--- config.mk ---
export PLATFORM = sky130hd
export DESIGN_NAME = key_remap_typematic_repeat_unit
export DESIGN_NICKNAME = d
export VERILOG_FILES = /design/src/rtl/krtr_pkg.sv /design/src/rtl/krtr_key_map.sv /design/src/rtl/krtr_timer_ram.sv /design/src/rtl/key_remap_typematic_repeat_unit.sv
export VERILOG_INCLUDE_DIRS = /design/src /design/src/rtl
export SDC_FILE = /design/constraint.sdc
export NUM_CORES = 2
export LEC_CHECK = 0
export ABC_AREA = 1
export ABC_CLOCK_PERIOD_IN_PS = 10450
export BUFFER_PORTS_ARGS = -buffer_cell sky130_fd_sc_hd__buf_4
export CAP_MARGIN = 5
export CORE_MARGIN = 1
export CORE_UTILIZATION = 50
export CTS_BUF_LIST = sky130_fd_sc_hd__clkbuf_8
export CTS_CLUSTER_DIAMETER = 150
export DETAILED_ROUTE_END_ITERATION = 8
export PLACE_DENSITY = 0.71
export RECOVER_POWER = 25
export SYNTH_ARGS = -nofsm -noshare
export SYNTH_HDL_FRONTEND = slang
export SYNTH_SLANG_ARGS = --single-unit
--- constraint.sdc ---
create_clock -name clk -period 10.45 [get_ports clk]
set_input_delay 1.045 -clock clk [delete_from_list [all_inputs] [get_ports clk]]
set_output_delay 1.045 -clock clk [all_outputs]
set_load 0.005 [all_outputs]
--- src/rtl/key_remap_typematic_repeat_unit_assert.svh ---
// Assertion macros used by the top RTL file of the typematic repeat unit.
`ifndef KEY_REMAP_TYPEMATIC_REPEAT_UNIT_ASSERT_SVH
`define KEY_REMAP_TYPEMATIC_REPEAT_UNIT_ASSERT_SVH
`ifndef SYNTHESIS
`define KRTR_ASSERT_IMPLY(lbl, clk, rst_n, ante, cons, msg) \
	lbl: assert property (@(posedge clk) disable iff (!rst_n) (ante) |-> (cons)) \
		else $error(msg);
`define KRTR_ASSERT_NEXT(lbl, clk, rst_n, ante, cons, msg) \
	lbl: assert property (@(posedge clk) disable iff (!rst_n) (ante) |=> (cons)) \
		else $error(msg);
`else
`define KRTR_ASSERT_IMPLY(lbl, clk, rst_n, ante, cons, msg)
`define KRTR_ASSERT_NEXT(lbl, clk, rst_n, ante, cons, msg)
`endif
`endif

--- src/rtl/krtr_pkg.sv ---
`default_nettype none
package krtr_pkg;

	localparam int KEY_BITS_DEF = 64;
	localparam int OUT_W = 64;
	localparam int RAW_W = 32;
	localparam int ELAPSED_W = 4;
	localparam int IN_DATA_W = 40;
	localparam int OUT_DATA_W = 5 * OUT_W;
	localparam int CFG_IDX_W = 3;
	localparam int CFG_DATA_W = 7;
	localparam int PAIR_COUNT = 8;

	localparam logic [CFG_IDX_W-1:0] CFG_LAYOUT_SELECT = 3'd0;
	localparam logic [CFG_IDX_W-1:0] CFG_REPEAT_FIRST = 3'd1;
	localparam logic [CFG_IDX_W-1:0] CFG_REPEAT_PERIOD = 3'd2;
	localparam logic [CFG_IDX_W-1:0] CFG_FAST_FIRST = 3'd3;
	localparam logic [CFG_IDX_W-1:0] CFG_FAST_PERIOD = 3'd4;

	localparam logic LAYOUT_GAME = 1'b0;

	localparam logic [6:0] REPEAT_FIRST_RST = 7'd24;
	localparam logic [6:0] REPEAT_PERIOD_RST = 7'd6;
	localparam logic [6:0] FAST_FIRST_RST = 7'd18;
	localparam logic [6:0] FAST_PERIOD_RST = 7'd3;

	localparam logic [RAW_W-1:0] KEY_MAP_ROW0 [64] = '{
		32'h00080008, 32'h00040004, 32'h00020002, 32'h00010001,
		32'h00000020, 32'h00000040, 32'h00000200, 32'h00000100,
		32'h00000000, 32'h00000400, 32'h00000100, 32'h00000040,
		32'h00001000, 32'h00001000, 32'h00800000, 32'h00400000,
		32'h00000800, 32'h00000400, 32'h00000200, 32'h00000100,
		32'h00000800, 32'h00000010, 32'h00000040, 32'h00000020,
		32'h00080008, 32'h00040004, 32'h00020002, 32'h00010001,
		32'h00000010, 32'h00001000, 32'h00000200, 32'h00000100,
		32'h00000001, 32'h00000002, 32'h00000004, 32'h00000008,
		32'h00200000, 32'h00100000, 32'h00000000, 32'h00000000,
		32'h00000000, 32'h00000000, 32'h00000000, 32'h00000000,
		32'h00000000, 32'h00000000, 32'h00000000, 32'h00000000,
		32'h00000000, 32'h00000000, 32'h00000000, 32'h00000000,
		32'h00000000, 32'h00000000, 32'h00000000, 32'h00000000,
		32'h00000000, 32'h00000000, 32'h00000000, 32'h00000000,
		32'h00000000, 32'h00000000, 32'h00000000, 32'h00000000
	};

	localparam logic [5:0] PAIR_A [PAIR_COUNT] = '{
		6'd0, 6'd2, 6'd24, 6'd27, 6'd35, 6'd32, 6'd14, 6'd37
	};
	localparam logic [5:0] PAIR_B [PAIR_COUNT] = '{
		6'd1, 6'd3, 6'd25, 6'd26, 6'd34, 6'd33, 6'd15, 6'd36
	};

	typedef enum logic [1:0] {
		ST_IDLE,
		ST_SWEEP,
		ST_DONE
	} state_t;

	typedef struct packed {
		logic signed [7:0] slow;
		logic signed [7:0] fast;
	} timer_pair_t;

	typedef struct packed {
		logic we;
		timer_pair_t data;
	} ram_wr_t;

	typedef struct packed {
		logic pulse;
		logic signed [7:0] value;
	} tmr_res_t;

endpackage
`default_nettype wire

--- src/rtl/krtr_key_map.sv ---
`default_nettype none
module krtr_key_map import krtr_pkg::*; #(
	parameter int KEY_BITS = KEY_BITS_DEF
) (
	input  wire logic [RAW_W-1:0]    raw_buttons,
	input  wire logic                pad_error,
	input  wire logic                layout_select,
	output logic      [KEY_BITS-1:0] keys_held
);

	logic [KEY_BITS-1:0] mapped;

	always_comb begin
		mapped = '0;
		for (int i = 0; i < KEY_BITS; i++) begin
			mapped[i] = (layout_select == LAYOUT_GAME) && !pad_error &&
				(|(raw_buttons & KEY_MAP_ROW0[i]));
		end
	end

	// Opposite directions pressed together cancel each other.
	always_comb begin
		keys_held = mapped;
		for (int p = 0; p < PAIR_COUNT; p++) begin
			if (mapped[int'(PAIR_A[p])] && mapped[int'(PAIR_B[p])]) begin
				keys_held[int'(PAIR_A[p])] = 1'b0;
				keys_held[int'(PAIR_B[p])] = 1'b0;
			end
		end
	end

endmodule
`default_nettype wire

--- src/rtl/krtr_timer_ram.sv ---
`default_nettype none
module krtr_timer_ram import krtr_pkg::*; #(
	parameter int DEPTH = KEY_BITS_DEF,
	parameter int AW = $clog2(DEPTH)
) (
	input  wire logic          clk,
	input  wire logic          arst_n,
	input  wire logic          rd_en,
	input  wire logic [AW-1:0] rd_addr,
	output timer_pair_t        rd_data,
	input  wire ram_wr_t       wr,
	input  wire logic [AW-1:0] wr_addr
);

	timer_pair_t mem [DEPTH];
	timer_pair_t rd_q;
	logic [DEPTH-1:0] valid_q;
	logic hit_q;

	always_ff @(posedge clk) begin
		if (wr.we) begin
			mem[wr_addr] <= wr.data;
		end
		if (rd_en) begin
			rd_q <= mem[rd_addr];
		end
	end

	// An entry never written since reset reads as zero.
	always_ff @(posedge clk or negedge arst_n) begin
		if (!arst_n) begin
			valid_q <= '0;
			hit_q <= 1'b0;
		end else begin
			if (wr.we) begin
				valid_q[wr_addr] <= 1'b1;
			end
			if (rd_en) begin
				hit_q <= valid_q[rd_addr];
			end
		end
	end

	assign rd_data = hit_q ? rd_q : '0;

endmodule
`default_nettype wire

--- src/rtl/key_remap_typematic_repeat_unit.sv ---
// A result beat is loaded into the output register after the key sweep ends, once that register is free.
// An input beat is taken only in idle, so each item waits for the key sweep that reads and writes
// back one timer memory entry per cycle.
// The next input beat is taken while an earlier result still waits on the output register.
// Reset clears the held keys, loads the register defaults and marks every timer entry
// unwritten, so it reads as zero; there is no clearing pass.
`default_nettype none
`include "key_remap_typematic_repeat_unit_assert.svh"
module key_remap_typematic_repeat_unit import krtr_pkg::*; #(
	parameter int KEY_BITS = KEY_BITS_DEF
) (
	input  wire logic                  clk,
	input  wire logic                  arst_n,
	input  wire logic                  cfg_we,
	input  wire logic [CFG_IDX_W-1:0]  cfg_index,
	input  wire logic [CFG_DATA_W-1:0] cfg_data,
	input  wire logic                  s_tvalid,
	output logic                       s_tready,
	// raw_buttons[31:0], elapsed_frames[35:32], zero fill[39:36]
	input  wire logic [IN_DATA_W-1:0]  s_tdata,
	// pad_error
	input  wire logic                  s_tuser,
	output logic                       m_tvalid,
	input  wire logic                  m_tready,
	// keys_held[63:0], keys_pressed[127:64], keys_released[191:128],
	// keys_repeat[255:192], keys_repeat_fast[319:256]
	output logic      [OUT_DATA_W-1:0] m_tdata
);

	localparam int AW = $clog2(KEY_BITS);
	localparam int CW = $clog2(KEY_BITS + 1);
	localparam logic [CW-1:0] END_CNT = CW'(KEY_BITS);
	localparam logic [AW-1:0] LAST_IDX = AW'(KEY_BITS - 1);

	state_t state_q, state_d;
	logic layout_q;
	logic [6:0] rep_first_q, rep_period_q, fast_first_q, fast_period_q;
	logic [KEY_BITS-1:0] held_new, held_q, pressed_q, released_q, rep_q, repf_q;
	logic [ELAPSED_W-1:0] elapsed_q;
	logic [CW-1:0] rd_cnt_q;
	logic v_s1;
	logic [AW-1:0] idx_s1;
	logic issue, accept, out_load;
	logic m_tvalid_q;
	logic [OUT_DATA_W-1:0] out_q;
	timer_pair_t rd_data;
	ram_wr_t ram_wr;
	tmr_res_t slow_res, fast_res;

	function automatic tmr_res_t tmr_step(
		input logic signed [7:0] t,
		input logic h,
		input logic p,
		input logic [6:0] first,
		input logic [6:0] period,
		input logic [ELAPSED_W-1:0] e
	);
		tmr_res_t r;
		logic signed [7:0] cur;
		logic signed [8:0] diff;
		cur = t;
		r.pulse = 1'b0;
		r.value = $signed({1'b0, first});
		diff = '0;
		if (h) begin
			if (p) begin
				r.pulse = 1'b1;
			end else if (cur <= 8'sd0) begin
				r.pulse = 1'b1;
				cur = $signed({1'b0, period});
			end
			diff = $signed({cur[7], cur}) - $signed({5'b0, e});
			if (diff < -9'sd128) begin
				r.value = -8'sd128;
			end else begin
				r.value = diff[7:0];
			end
		end
		return r;
	endfunction

	krtr_key_map #(
		.KEY_BITS(KEY_BITS)
	) u_key_map (
		.raw_buttons(s_tdata[RAW_W-1:0]),
		.pad_error(s_tuser),
		.layout_select(layout_q),
		.keys_held(held_new)
	);

	krtr_timer_ram #(
		.DEPTH(KEY_BITS),
		.AW(AW)
	) u_timer_ram (
		.clk(clk),
		.arst_n(arst_n),
		.rd_en(issue),
		.rd_addr(rd_cnt_q[AW-1:0]),
		.rd_data(rd_data),
		.wr(ram_wr),
		.wr_addr(idx_s1)
	);

	always_comb begin
		slow_res = tmr_step(rd_data.slow, held_q[idx_s1], pressed_q[idx_s1],
			rep_first_q, rep_period_q, elapsed_q);
		fast_res = tmr_step(rd_data.fast, held_q[idx_s1], pressed_q[idx_s1],
			fast_first_q, fast_period_q, elapsed_q);
		ram_wr.we = v_s1;
		ram_wr.data.slow = slow_res.value;
		ram_wr.data.fast = fast_res.value;
	end

	always_comb begin
		state_d = state_q;
		s_tready = 1'b0;
		out_load = 1'b0;
		issue = 1'b0;
		case (state_q)
			ST_IDLE: begin
				s_tready = 1'b1;
				if (s_tvalid) begin
					state_d = ST_SWEEP;
				end
			end
			ST_SWEEP: begin
				issue = (rd_cnt_q != END_CNT);
				if (v_s1 && idx_s1 == LAST_IDX) begin
					state_d = ST_DONE;
				end
			end
			ST_DONE: begin
				out_load = !m_tvalid_q || m_tready;
				if (out_load) begin
					state_d = ST_IDLE;
				end
			end
			default: begin
				state_d = ST_IDLE;
			end
		endcase
	end

	assign accept = s_tvalid && s_tready;

	always_ff @(posedge clk or negedge arst_n) begin
		if (!arst_n) begin
			state_q <= ST_IDLE;
			layout_q <= LAYOUT_GAME;
			rep_first_q <= REPEAT_FIRST_RST;
			rep_period_q <= REPEAT_PERIOD_RST;
			fast_first_q <= FAST_FIRST_RST;
			fast_period_q <= FAST_PERIOD_RST;
			held_q <= '0;
			rd_cnt_q <= '0;
			v_s1 <= 1'b0;
			m_tvalid_q <= 1'b0;
		end else begin
			state_q <= state_d;
			if (cfg_we) begin
				case (cfg_index)
					CFG_LAYOUT_SELECT: layout_q <= cfg_data[0];
					CFG_REPEAT_FIRST: rep_first_q <= cfg_data;
					CFG_REPEAT_PERIOD: rep_period_q <= cfg_data;
					CFG_FAST_FIRST: fast_first_q <= cfg_data;
					CFG_FAST_PERIOD: fast_period_q <= cfg_data;
					default: begin
					end
				endcase
			end
			if (accept) begin
				held_q <= held_new;
				rd_cnt_q <= '0;
			end else if (issue) begin
				rd_cnt_q <= rd_cnt_q + 1'b1;
			end
			v_s1 <= issue;
			if (out_load) begin
				m_tvalid_q <= 1'b1;
			end else if (m_tready) begin
				m_tvalid_q <= 1'b0;
			end
		end
	end

	always_ff @(posedge clk) begin
		if (accept) begin
			pressed_q <= held_new & ~held_q;
			released_q <= held_q & ~held_new;
			elapsed_q <= s_tdata[RAW_W +: ELAPSED_W];
			rep_q <= '0;
			repf_q <= '0;
		end
		if (issue) begin
			idx_s1 <= rd_cnt_q[AW-1:0];
		end
		if (v_s1) begin
			rep_q[idx_s1] <= slow_res.pulse;
			repf_q[idx_s1] <= fast_res.pulse;
		end
		if (out_load) begin
			out_q <= {OUT_W'(repf_q), OUT_W'(rep_q), OUT_W'(released_q),
				OUT_W'(pressed_q), OUT_W'(held_q)};
		end
	end

	assign m_tvalid = m_tvalid_q;
	assign m_tdata = out_q;

	`KRTR_ASSERT_NEXT(a_accept_starts_sweep, clk, arst_n, accept,
		state_q == ST_SWEEP, "accept did not start a sweep")
	`KRTR_ASSERT_IMPLY(a_write_in_sweep, clk, arst_n, ram_wr.we,
		state_q == ST_SWEEP, "timer write outside sweep")
	`KRTR_ASSERT_IMPLY(a_press_repeats, clk, arst_n, out_load,
		((pressed_q & ~rep_q) == '0) && ((pressed_q & ~repf_q) == '0),
		"press edge missing from repeat words")
	`KRTR_ASSERT_IMPLY(a_edges_disjoint, clk, arst_n, state_q == ST_DONE,
		(pressed_q & released_q) == '0, "key both pressed and released")

endmodule
`default_nettype wire
==> flow_summary.yaml <==
critical_path:
  timing.rr.start: "idx_s1[0]$_DFFE_PP_"
  worst_ep_required_time_ps: 10610
  worstSetupEndpointType: "async pin"
  slowest_stage: "clkbuf_1"
  crit_type: "input port to async pin"
  startpoint: "arst_n"
  arrival_ps: 6530
  slowest_delay_ps: 2740
  cp_num_buf_inv: 2
  cp_top_family: "buffers and inverters"
  worst_setup_path_start_kind: "input port"
  cp_cell_sequence: "clkbuf_1 > clkbuf_1"
  cpMostUsedCell: "clkbuf_1"
  cp_max_fo: 64
clock_network:
  htree_num_levels: 4
  post_cts_buffers: 0
  clk_pin_slew_ps: 70
  cts_root_buf: "clkbuf_8"
  clk_latency_ps: 950
  cts_tree: "built"
  post_cts_resized: 0
  cts_buffer_depth: 3
  postCtsHoldBufs: 0
  numCtsBuffers: 227
  clkSinkCount: 1531
timing:
  rsz0062_at_grt: "false"
  fin_crit_ps: 6369
  hold_viol_final: 0
  slew_headroom_pct: -171.4
  final_max_slew_viol_count: 629
  finalSetupTns_ps: 0
  worst_slew_pin_slew_ps: 4070
  setup_viol: 0
  fmax_mhz: 157.0
  min_period_over_period_pct: 60.94
  fin_skew_ps: 78.32
die:
  core.rowCount: 126
  core_um2: 118100
  ioPinCount: 378
  die_w_um: 347.0
  die_area_um2: 120400
  start_util_pct: 50.39
  die_y_um: 347.0
logic_synthesis:
  yosys.area.top_type: "edfxtp_1"
  yosysWarnings: 0
  synth_ff_type: "edfxtp_1"
  synth_edf_count: 1278
  ys_seq_area_share_pct: 74.08
  synthArstFlopShare_pct: 8.165
  ys_seq_elements: 1531
  synthCells: 4673
  avgSynthCellArea_um2: 12.73
  netlist_top_cells_area: "edfxtp_1 (64%), o21ai_0 (5.6%), dfrtp_1 (4.9%)"
  synth_top_area_share_pct: 64.50
  syn_area_um2: 59500
  synth_cell_types: 56
routing:
  drc: 0
  wl_um: 156300
  postRouteAntennaNets: 0
  dr.pass1.iters: 5
  routedWlPerCell_um: 23.33
  drtIter0Drc: 4697
  num_vias: 39010
  vias_per_cell: 5.825
power:
  ir_worst_vdd_mv: 0.5012
  leakagePower_nw: 23.75
  power_density_nw_per_um2: 350.6
placement:
  postPlaceCellArea_um2: 62740
  gp_congestion: 0.8816
  place_hpwl_um: 88070
  port_buffers: 280
run:
  cap_violations: 9
global_routing:
  grt_pass1_wl_um: 230800
  grt_pass1_vias: 36400
  grt_max_degree: 203
  antenna_found_initial: 6
  grt_use_total_pct: 25.62
  grt_overflow_total: 0
finish:
  nFillCells: 9369
  final_area_um2: 66950
  drive_above_1_share_pct: 15.58
  regArea_um2: 44080
  area_delta_synth_final_pct: 12.51
  layout.nets: 5026
  multiInputGateArea_um2: 13310
worst_hold_path:
  min_from: "s_tdata[33]"
  hold_class: "input port to register"
run_status:
  violations: "capacitance limit, slew limit"
  status: "finished, violations left"
[per-layer routing]
layer	track usage, %	vias to the layer above	wire, µm
li1	-	17320	-
met2	40.05	2226	72190
met1	35.43	19100	62400
met5	0	-	27
met3	5.266	358	16200
met4	9.780	4	5467
[synthesized netlist by cell type (48+ instances only)]
library cell     n
o22ai_1        257
dfrtp_1        117
clkbuf_1       206
buf_4          133
o21ai_0        667
nand2_1        440
or2_2           48
edfxtp_1      1278
dfxtp_1        128
nand3_1        111
inv_1          147
nor2_1         742
a21oi_1         60
[report_power, final]
group	leakage (nW)	internal, W	switching, W
sequential	14.3	0.00996	0.000368
combinational	6.86	0.00182	0.00668
clock	2.60	0.00233	0.00232
total	23.8	0.0141	0.00937
[worst reg2reg max path, delay by kind of cell, from the launching register on]
| kind | cells | cell delay [ps] |
|---|---|---|
| compound gates | 3 | 450 |
| fa+ha+maj | 2 | 620 |
| buf+inv | 2 | 630 |
| flops | 1 | 840 |
| simple gates | 15 | 3090 |
[metrics by stage]
stage	setup slack, ps	cells	util (%)	hold slack (ps)	total power, W
2_1_floorplan	862.2	4753	-	400.3	0.01551
3_3_place_gp	4817	6264	53.13	402.6	0.01849
3_5_place_dp	4665	6264	53.13	405.2	0.01873
4_1_cts	4604	6694	56.84	97.51	0.02332
5_1_grt	3051	6697	56.69	312.7	0.02448
6_report	4081	6698	56.70	349.9	0.02347
[placed cells by master (no fill, tap or decap), drive strengths merged, types with 8 or more instances in the layout]
cell,synthesis,routed
inv,156,265
conb,1,81
edfxtp,1278,1278
dfxtp,128,128
dfrtp,117,117
clkinv,6,70
or2,49,49
o22ai,257,257
dfstp,8,8
buf,184,145
o221ai,16,16
a221oi,32,32
nor3,15,15
nand2,455,455
nand4,26,26
nand3,116,116
o21ai,710,710
a41oi,17,17
clkbuf,206,470
ha,10,10
a22o,31,31
a21oi,60,60
nor2,759,759
[cell type report]
class,instances,share of cell area [%]
sequential,1531,65.85
timing repair buffer,366,3.921
tap,1536,2.871
inverter,162,0.9326
multi-input combinational,2670,19.87
clock buffer,249,5.119
antenna,3,0.01121
clock inverter,181,1.420
[worst paths after layout]
path                                                       end  slack (ps)  depth (start not counted)
max reg2reg                  u_timer_ram.mem[18][14]$_DFFE_PP_        4310                         22
min reg2reg                             m_tdata[198]$_DFFE_PP_         390                          0
min                                     elapsed_q[1]$_DFFE_PP_         350                          1
max in group clk             u_timer_ram.mem[18][14]$_DFFE_PP_        4310                         22
min in group asynchronous               held_q[34]$_DFFE_PN0P_        1440                          1
max                        u_timer_ram.valid_q[32]$_DFFE_PN0P_        4080                          2
[cells by family (layout without fill, tap and decap cells)]
group,after synthesis,after routing,share of synthesized area (%)
AO/OA/AOI/OAI,1142,1142,11.12
buffers and inverters,552,958,4.523
adder cells (fa/ha/maj),12,12,0.2776
other,1,84,0.006302
XOR/XNOR,1,1,0.01472
AND/OR/NAND/NOR,1434,1434,9.982
flip-flops,1531,1531,74.08
[flip-flops by register name, indices dropped and copies added, names as in the netlist, 16 cells and up]
name / cells
held_q: 20
m_tdata: 188
pressed_q: 20
released_q: 20
rep_q: 64
repf_q: 64
u_timer_ram.mem: 1024
u_timer_ram.rd_q: 16
u_timer_ram.valid_q: 64
No activity file was read; power rests on OpenSTA's default activity.
